$ cat config.mk
export PLATFORM = sky130hd
export DESIGN_NAME = gf2_kernel_basis
export DESIGN_NICKNAME = d
export VERILOG_FILES = /design/src/rtl/gkb_pkg.sv /design/src/rtl/gkb_ctrl.sv /design/src/rtl/gkb_datapath.sv /design/src/rtl/gf2_kernel_basis.sv
export SDC_FILE = /design/constraint.sdc
export NUM_CORES = 2
export LEC_CHECK = 0
export BUFFER_PORTS_ARGS = -buffer_cell sky130_fd_sc_hd__buf_2
export CAP_MARGIN = 15
export CORE_UTILIZATION = 49
export CTS_CLUSTER_SIZE = 40
export DETAILED_ROUTE_END_ITERATION = 7
export PLACE_DENSITY = 0.74
export SETUP_SLACK_MARGIN = 0.5
export SLEW_MARGIN = 15
export SYNTH_ARGS = -nofsm -noshare
export SYNTH_HDL_FRONTEND = slang
export SYNTH_SLANG_ARGS = --single-unit
$ cat constraint.sdc
create_clock -name clock -period 12.5 [get_ports clock]
set_clock_uncertainty 0.05 [all_clocks]
set_input_delay 0 -clock clock [delete_from_list [all_inputs] [get_ports clock]]
set_output_delay 0 -clock clock [all_outputs]
set_load 0.02 [all_outputs]
$ cat src/rtl/gkb_pkg.sv
// ----------------------------------------------------------------------------
// gkb_pkg
// Types and constants shared by the gf(2) kernel basis controller, datapath
// and top level.
// ----------------------------------------------------------------------------
`timescale 1ns / 1ps
`default_nettype none

package gkb_pkg;

   localparam int ROW_W       = 16;
   localparam int COL_W       = 4;
   localparam int NCOL_W      = 5;
   localparam int DIM_W       = 5;
   localparam int DEF_MAX_COLUMNS = 16;
   localparam int DEF_MAX_ROWS    = 32;
   localparam logic [NCOL_W-1:0] COLUMN_COUNT_RESET = 5'd16;

   typedef struct packed {
      logic [ROW_W-1:0] row_bits;
      logic             last_row;
   } req_type;

   typedef struct packed {
      logic [ROW_W-1:0] kernel_vector;
      logic [DIM_W-1:0] kernel_dimension;
      logic             row_overflow;
      logic             last_vector;
   } rsp_type;

   typedef struct packed {
      logic             load;
      logic             prep;
      logic             search;
      logic             elim;
      logic             emit;
      logic             finish;
      logic [COL_W-1:0] col;
   } cmd_type;

   typedef struct packed {
      logic last_col;
      logic n_zero;
      logic dim_zero;
      logic col_pivot;
   } sts_type;

endpackage

`default_nettype wire

$ cat src/rtl/gkb_ctrl.sv
// ----------------------------------------------------------------------------
// gkb_ctrl
// Sequencer: row load, per-column pivot search and elimination, then a column
// scan that emits one basis vector per free column, or a zero vector if none.
// ----------------------------------------------------------------------------
`timescale 1ns / 1ps
`default_nettype none

module gkb_ctrl (
   input  wire logic            clock,
   input  wire logic            reset,
   input  wire logic            start,
   input  wire logic            last_row,
   input  wire gkb_pkg::sts_type sts,
   output gkb_pkg::cmd_type     cmd,
   output logic                 busy
);
   import gkb_pkg::*;

   localparam logic [2:0] S_IDLE   = 3'd0;
   localparam logic [2:0] S_PREP   = 3'd1;
   localparam logic [2:0] S_SEARCH = 3'd2;
   localparam logic [2:0] S_ELIM   = 3'd3;
   localparam logic [2:0] S_EMIT   = 3'd4;

   logic [2:0]       state_ff, state_in;
   logic [COL_W-1:0] col_ff, col_in;

   always_comb begin
      state_in   = state_ff;
      col_in     = col_ff;
      cmd        = '0;
      cmd.col    = col_ff;
      busy       = 1'b1;
      case (state_ff)
         S_IDLE: begin
            busy = 1'b0;
            if (start) begin
               cmd.load = 1'b1;
               if (last_row) begin
                  state_in = S_PREP;
               end
            end
         end
         S_PREP: begin
            cmd.prep = 1'b1;
            col_in   = '0;
            state_in = sts.n_zero ? S_EMIT : S_SEARCH;
         end
         S_SEARCH: begin
            cmd.search = 1'b1;
            state_in   = S_ELIM;
         end
         S_ELIM: begin
            cmd.elim = 1'b1;
            if (sts.last_col) begin
               col_in   = '0;
               state_in = S_EMIT;
            end else begin
               col_in   = col_ff + 1'b1;
               state_in = S_SEARCH;
            end
         end
         S_EMIT: begin
            if (sts.dim_zero) begin
               cmd.emit   = 1'b1;
               cmd.finish = 1'b1;
               state_in   = S_IDLE;
            end else begin
               cmd.emit = !sts.col_pivot;
               if (sts.last_col) begin
                  cmd.finish = 1'b1;
                  state_in   = S_IDLE;
               end else begin
                  col_in = col_ff + 1'b1;
               end
            end
         end
         default: begin
            state_in = S_IDLE;
         end
      endcase
   end

   always_ff @(posedge clock) begin
      if (reset) begin
         state_ff <= S_IDLE;
         col_ff   <= '0;
      end else begin
         state_ff <= state_in;
         col_ff   <= col_in;
      end
   end

endmodule

`default_nettype wire

$ cat src/rtl/gkb_datapath.sv
// ----------------------------------------------------------------------------
// gkb_datapath
// Row store with per-row live bits, pivot select and parallel xor
// elimination, per-column pivot rows, and the registered result.
// ----------------------------------------------------------------------------
`timescale 1ns / 1ps
`default_nettype none

module gkb_datapath #(
   parameter int MAX_COLUMNS = gkb_pkg::DEF_MAX_COLUMNS,
   parameter int MAX_ROWS    = gkb_pkg::DEF_MAX_ROWS
) (
   input  wire logic                          clock,
   input  wire logic                          reset,
   input  wire gkb_pkg::cmd_type              cmd,
   input  wire gkb_pkg::req_type              req_item,
   input  wire logic                          csr_we,
   input  wire logic [gkb_pkg::NCOL_W-1:0]    csr_wdata,
   output gkb_pkg::sts_type                   sts,
   output gkb_pkg::rsp_type                   rsp_item,
   output logic                               rsp_valid
);
   import gkb_pkg::*;

   localparam int CNT_W = $clog2(MAX_ROWS + 1);
   localparam int IDX_W = $clog2(MAX_ROWS);
   localparam int COLS  = (MAX_COLUMNS < ROW_W) ? MAX_COLUMNS : ROW_W;
   localparam logic [NCOL_W-1:0] COLS_V = NCOL_W'(COLS);
   localparam logic [CNT_W-1:0]  FULL_V = CNT_W'(MAX_ROWS);

   logic [NCOL_W-1:0]   ncol_ff, ncol_in;
   logic [CNT_W-1:0]    cnt_ff, cnt_in;
   logic                ovf_ff, ovf_in;
   logic [ROW_W-1:0]    rows_ff [MAX_ROWS];
   logic [ROW_W-1:0]    rows_in [MAX_ROWS];
   logic [MAX_ROWS-1:0] live_ff, live_in;
   logic [MAX_ROWS-1:0] sel_ff, sel_in;
   logic [ROW_W-1:0]    pv_ff, pv_in;
   logic                found_ff, found_in;
   logic [ROW_W-1:0]    piv_ff, piv_in;
   logic [ROW_W-1:0]    prow_ff [ROW_W];
   logic [ROW_W-1:0]    prow_in [ROW_W];
   logic [DIM_W-1:0]    rank_ff, rank_in;
   logic [DIM_W-1:0]    k_ff, k_in;
   rsp_type             rsp_ff, rsp_in;
   logic                rsp_valid_ff, rsp_valid_in;

   logic [NCOL_W-1:0]   n_eff;
   logic [DIM_W-1:0]    dim;
   logic [MAX_ROWS-1:0] cand, low;
   logic [ROW_W-1:0]    pv_sel;
   logic [ROW_W-1:0]    vec;
   logic                full;

   always_comb begin
      n_eff = (ncol_ff > COLS_V) ? COLS_V : ncol_ff;
      dim   = n_eff - rank_ff;
      full  = (cnt_ff == FULL_V);
      for (int r = 0; r < MAX_ROWS; r++) begin
         cand[r] = live_ff[r] & rows_ff[r][cmd.col];
      end
      low    = cand & (~cand + 1'b1);
      pv_sel = '0;
      for (int r = 0; r < MAX_ROWS; r++) begin
         if (low[r]) begin
            pv_sel = pv_sel | rows_ff[r];
         end
      end
      vec = '0;
      for (int b = 0; b < ROW_W; b++) begin
         if (piv_ff[b] && prow_ff[b][cmd.col]) begin
            vec[b] = 1'b1;
         end
      end
      vec[cmd.col] = 1'b1;
      sts.last_col  = ({1'b0, cmd.col} == (n_eff - 1'b1));
      sts.n_zero    = (n_eff == '0);
      sts.dim_zero  = (dim == '0);
      sts.col_pivot = piv_ff[cmd.col];
   end

   always_comb begin
      ncol_in      = csr_we ? csr_wdata : ncol_ff;
      cnt_in       = cnt_ff;
      ovf_in       = ovf_ff;
      rows_in      = rows_ff;
      live_in      = live_ff;
      sel_in       = sel_ff;
      pv_in        = pv_ff;
      found_in     = found_ff;
      piv_in       = piv_ff;
      prow_in      = prow_ff;
      rank_in      = rank_ff;
      k_in         = k_ff;
      rsp_in       = rsp_ff;
      rsp_valid_in = 1'b0;

      if (cmd.load) begin
         if (!full) begin
            rows_in[cnt_ff[IDX_W-1:0]] = req_item.row_bits;
            live_in[cnt_ff[IDX_W-1:0]] = 1'b1;
            cnt_in                     = cnt_ff + 1'b1;
         end else begin
            ovf_in = 1'b1;
         end
      end

      if (cmd.prep) begin
         piv_in  = '0;
         rank_in = '0;
         k_in    = '0;
      end

      if (cmd.search) begin
         sel_in   = low;
         pv_in    = pv_sel;
         found_in = |cand;
      end

      if (cmd.elim && found_ff) begin
         for (int r = 0; r < MAX_ROWS; r++) begin
            if (sel_ff[r]) begin
               live_in[r] = 1'b0;
            end else if (live_ff[r] && rows_ff[r][cmd.col]) begin
               rows_in[r] = rows_ff[r] ^ pv_ff;
            end
         end
         for (int c = 0; c < ROW_W; c++) begin
            if (piv_ff[c] && prow_ff[c][cmd.col]) begin
               prow_in[c] = prow_ff[c] ^ pv_ff;
            end
         end
         piv_in[cmd.col]  = 1'b1;
         prow_in[cmd.col] = pv_ff;
         rank_in          = rank_ff + 1'b1;
      end

      if (cmd.emit) begin
         rsp_valid_in            = 1'b1;
         rsp_in.kernel_vector    = sts.dim_zero ? '0 : vec;
         rsp_in.kernel_dimension = dim;
         rsp_in.row_overflow     = ovf_ff;
         rsp_in.last_vector      = sts.dim_zero || ((k_ff + 1'b1) == dim);
         k_in                    = k_ff + 1'b1;
      end

      if (cmd.finish) begin
         cnt_in  = '0;
         ovf_in  = 1'b0;
         live_in = '0;
      end
   end

   always_ff @(posedge clock) begin
      if (reset) begin
         ncol_ff      <= COLUMN_COUNT_RESET;
         cnt_ff       <= '0;
         ovf_ff       <= 1'b0;
         live_ff      <= '0;
         found_ff     <= 1'b0;
         piv_ff       <= '0;
         rank_ff      <= '0;
         k_ff         <= '0;
         rsp_valid_ff <= 1'b0;
      end else begin
         ncol_ff      <= ncol_in;
         cnt_ff       <= cnt_in;
         ovf_ff       <= ovf_in;
         live_ff      <= live_in;
         found_ff     <= found_in;
         piv_ff       <= piv_in;
         rank_ff      <= rank_in;
         k_ff         <= k_in;
         rsp_valid_ff <= rsp_valid_in;
      end
   end

   always_ff @(posedge clock) begin
      rows_ff <= rows_in;
      sel_ff  <= sel_in;
      pv_ff   <= pv_in;
      prow_ff <= prow_in;
      rsp_ff  <= rsp_in;
   end

   assign rsp_item  = rsp_ff;
   assign rsp_valid = rsp_valid_ff;

endmodule

`default_nettype wire

$ cat src/rtl/gf2_kernel_basis.sv
// ----------------------------------------------------------------------------
// gf2_kernel_basis
// Nullspace basis of a gf(2) matrix: rows load one per cycle while busy is low,
// the matrix goes to reduced row echelon form, one basis vector per free column.
//
//   channel  ports                         transfer
//   input    start, busy, req_item         start high while busy low
//   result   rsp_valid, rsp_item           rsp_valid high, one cycle each
//   config   csr_we, csr_wdata             csr_we high
//
// after the last row the matrix is reduced (a prep step, then a search step and an
// xor step per column) and then the columns are scanned, one result per free
// column in ascending order (a single zero result for an empty kernel). busy
// stays high from the last row until the final result is registered; results
// cannot be held off by the receiver.
// synchronous reset returns to idle with an empty row store.
// ----------------------------------------------------------------------------
`timescale 1ns / 1ps
`default_nettype none

module gf2_kernel_basis #(
   parameter int MAX_COLUMNS = gkb_pkg::DEF_MAX_COLUMNS,
   parameter int MAX_ROWS    = gkb_pkg::DEF_MAX_ROWS
) (
   input  wire logic                       clock,
   input  wire logic                       reset,
   input  wire logic                       start,
   output logic                            busy,
   input  wire gkb_pkg::req_type           req_item,
   output logic                            rsp_valid,
   output gkb_pkg::rsp_type                rsp_item,
   input  wire logic                       csr_we,
   input  wire logic [gkb_pkg::NCOL_W-1:0] csr_wdata
);
   import gkb_pkg::*;

   cmd_type cmd;
   sts_type sts;

   gkb_ctrl u_ctrl (
      .clock    (clock),
      .reset    (reset),
      .start    (start),
      .last_row (req_item.last_row),
      .sts      (sts),
      .cmd      (cmd),
      .busy     (busy)
   );

   gkb_datapath #(
      .MAX_COLUMNS (MAX_COLUMNS),
      .MAX_ROWS    (MAX_ROWS)
   ) u_datapath (
      .clock     (clock),
      .reset     (reset),
      .cmd       (cmd),
      .req_item  (req_item),
      .csr_we    (csr_we),
      .csr_wdata (csr_wdata),
      .sts       (sts),
      .rsp_item  (rsp_item),
      .rsp_valid (rsp_valid)
   );

endmodule

`default_nettype wire
==> results.cfg <==
[status]
status = complete, but fails checks
violations = DRC

[worst_setup_path]
cp.required_ns = 13.02
cp_slowest_cell = nor4_2
max_stage_delay_ns = 1.13
endpoint_kind = flop
r2r-start = u_ctrl.col_ff[1]
critPathTopFamily = simple AND/OR/NAND/NOR gates
cpMostUsedCell = buf_4
crit_chain = buf_4, buf_4, mux2i_1, a211oi_1, and3_1, a31oi_2, and4_1, and2_1, nand2_1, nor4_2, a222oi_1, nor4b_1, nand4_1
crit_buf_inv = 2
cp.arrival_ns = 7.13
setup.worst_path.start = u_ctrl.col_ff[1]
r2r_slack_ns = 5.89
worstSetupPathType = reg2reg
path_max_fanout = 58
cp.depth = 13
timing.rr.end = u_datapath.pv_ff[0]
crit_end = u_datapath.pv_ff[0]
r2r.worst_path.cells = 13
crit_path_start_kind = flop

[drt]
drt_iter0_drc = 8872
route.detailed.drc = 23
vias = 52330
antenna_left = 0
vias_per_cell = 6.788
wl_um = 214500
first_pass_iters = 8
wl_per_cell_um = 27.83

[floorplan]
die-area_mm2 = 0.1097
die_w_um = 331.3
rows = 120
ios = 51
initial_core_util_pct = 49.55
coreArea_mm2 = 0.1072
die_h_um = 331.3

[final_layout]
final_util_pct = 53.47
final_nets = 6259
fin_cells = 7709
drive_gt1_share_pct = 8.243
n_fill_cell = 9714
syn2layout_area_growth_pct = 7.900

[synthesis]
synth_compound_area_share_pct = 23.22
synth_warnings = 0
synth_xor_area_share_pct = 4.584
yosys-mux-area-fraction_pct = 7.573
synth_top_family_by_area = compound AO/OA/AOI/OAI gates
netlist_instances = 6459
synth_adder_area_share_pct = 0.4145
synth.most_common_cell = o21ai_0
avgSynthCellArea_um2 = 8.224
synthTopCellsByCount = o21ai_0 (921), nand2_1 (610), a21oi_1 (605)
synth_largest_area_cell = dfxtp_1
synth_edf_count = 327
synth-seq-cells = 918
synth_top_area_share_pct = 22.27
ys.flop_type = dfxtp_1
synth.area.top_cells = dfxtp_1 (22%), edfxtp_1 (18%), o21ai_0 (8.7%)
async_flop_share_pct = 0
synth_simple_gate_area_share_pct = 14.81
synthDistinctLibCells = 89
syn_nets = 6502
syn-cell-area_mm2 = 0.05312
synth-seq-area-share_pct = 40.76

[timing]
final-setup-viol-count = 0
maxSlewViolCount = 0
relSlewSlack_pct = 15.28
worstMarginPinSlew_ns = 1.271
holdWs_ns = 0.05044
period_share_pct = 52.88
final-hold-violation-count = 0
fmax_mhz = 151.3
rsz0062_at_grt = no
tns_ns = 0
period_minus_slack_ns = 6.609

[clocking]
numCtsBuffers = 98
cts_tree = built
clock-sinks = 918
post_cts_resized = 0
cts_setup_buffers = 0
holdBufCountCts = 24
cts-root-buf = clkbuf_16
clk_transition_reported_paths_ns = 0.07
cts.htree.levels = 3
clock_path_buffers = 3
clock_latency_ns = 0.71

[global_route]
grt_max_degree = 104
antenna_found_initial = 6
grt_util_all_layers_pct = 37.56
gr-total-overflow = 0
grt_pass1_vias = 47770
grt_pass1_wl_um = 313700

[place]
gp_congestion = 1.059
dp_cells = 7494
hpwl_um = 132600
io_buffers = 50

[power_and_ir_drop]
p_int_mw = 5.179
vdd_drop_max_mv = 0.09810
power_leakage_nw = 19.62
combPwrFrac_pct = 10.6
seqPwrFrac_pct = 47.0
power.switching_mw = 2.030
swShare_pct = 28.16
p_per_area_mw_per_mm2 = 125.8
clkPwrFrac_pct = 42.4

[run]
max_cap_viol_count = 0

[hold_path]
hold_class = in2reg
flip-flops by register name, indices dropped and copies added, names as in the netlist:
| register | flops |
|---|---|
| u_datapath.rsp_valid | 1 |
| u_ctrl.col_ff | 4 |
| u_datapath.rank_ff | 5 |
| u_datapath.ncol_ff | 5 |
| u_datapath.rows_ff | 512 |
| u_datapath.ovf_ff | 1 |
| u_datapath.prow_ff | 256 |
| u_datapath.pv_ff | 16 |
| u_datapath.k_ff | 5 |
| u_datapath.sel_ff | 32 |
| u_datapath.rsp_item | 23 |
| u_datapath.live_ff | 32 |
| u_datapath.cnt_ff | 6 |
| u_datapath.found_ff | 1 |
| u_datapath.piv_ff | 16 |
| u_ctrl.state_ff | 3 |
worst min-delay path: stages:
cell     delay, ns
buf_2         0.09
buf_4         0.35
o21ai_0       0.25
a21oi_1       0.04
power groups by stage:
stage               Combinational (mW)  Clock, mW  Sequential [mW]
global placement                 0.701          0             3.44
global route                     0.797       3.17             3.39
finish                           0.764       3.06             3.39
detailed placement               0.721          0             3.44
CTS                              0.731       3.05             3.37
floorplan                        0.474          0             3.37
cell families (layout without fill, tap and decap cells):
family          Yosys count  after routing
simple gates           1721           1721
buf+inv                1125            962
mux                     284            284
compound gates         2116           2116
fa+ha+maj                17             17
xor+xnor                278            278
other cells               0             10
flops                   918            918
area by class of cell:
cell class | count | area, µm² | share of cell area, %
Multi-Input combinational cell | 4416 | 26940 | 47.01
Timing Repair Buffer | 204 | 1479 | 2.580
Tap cell | 1403 | 1755 | 3.063
Antenna cell | 10 | 25.02 | 0.04366
Clock buffer | 143 | 2900 | 5.060
Inverter | 578 | 2170 | 3.785
Clock inverter | 37 | 380.4 | 0.6636
Sequential cell | 918 | 21660 | 37.80
per-stage QoR:
| step | setup slack (ns) | power [mW] | instance area, µm² |
|---|---|---|---|
| floorplan | 7.577 | 3.841 | 53120 |
| global placement | 6.212 | 4.136 | 53760 |
| detailed placement | 6.178 | 4.158 | 53760 |
| CTS | 6.145 | 7.155 | 57280 |
| global route | 5.632 | 7.359 | 57300 |
| finish | 5.891 | 7.209 | 57320 |
worst min path at each step:
stage               slack [ns]                       to          from  cells past startpoint
floorplan                 0.07    u_datapath.ncol_ff[4]  csr_wdata[4]                      1
global placement          0.16    u_datapath.ncol_ff[4]  csr_wdata[4]                      2
CTS                     0.0004   u_datapath.rows_ff[63]  req_item[16]                      4
finish                    0.05  u_datapath.rows_ff[407]   req_item[8]                      4
global route              0.02  u_datapath.rows_ff[471]   req_item[8]                      4
detailed placement        0.16    u_datapath.ncol_ff[4]  csr_wdata[4]                      2
layer usage:
| metal | global-route usage, % | wire (µm) | vias to the layer above |
|---|---|---|---|
| li1 | - | - | 22380 |
| met1 | 50.72 | 79610 | 24830 |
| met2 | 54.22 | 89370 | 4153 |
| met3 | 9.249 | 30390 | 959 |
| met4 | 22.52 | 15110 | 4 |
| met5 | 0 | 34 | - |
cells in the final DEF, fill, tap and decap left out, types with 10 or more instances in the layout:
master	netlist	routed
o21ai_0	921	921
nand2_1	610	610
a21oi_1	605	605
dfxtp_1	591	587
inv_1	575	575
nand3_1	466	465
nor2_1	411	410
edfxtp_1	327	327
xor2_1	269	269
mux2i_1	187	187
o22ai_1	130	130
buf_4	15	129
a22oi_1	124	124
clkbuf_16	0	105
mux4_2	94	94
a221oi_1	64	64
o211ai_1	63	63
buf_2	65	50
nor3_1	35	35
a211oi_1	34	34
a22o_1	34	34
a222oi_1	32	32
and3_1	32	31
clkbuf_1	404	25
dlygate4sd3_1	0	24
a221o_1	22	22
nor3_2	21	21
nor2b_1	17	16
ha_1	16	16
and2_1	16	15
a21boi_2	15	15
nand4_1	14	14
clkbuf_8	0	13
a31oi_1	12	12
and4_1	12	12
clkinv_2	0	12
nor3b_1	12	11
diode_2	0	10
No activity file was read; power rests on OpenSTA's default activity.
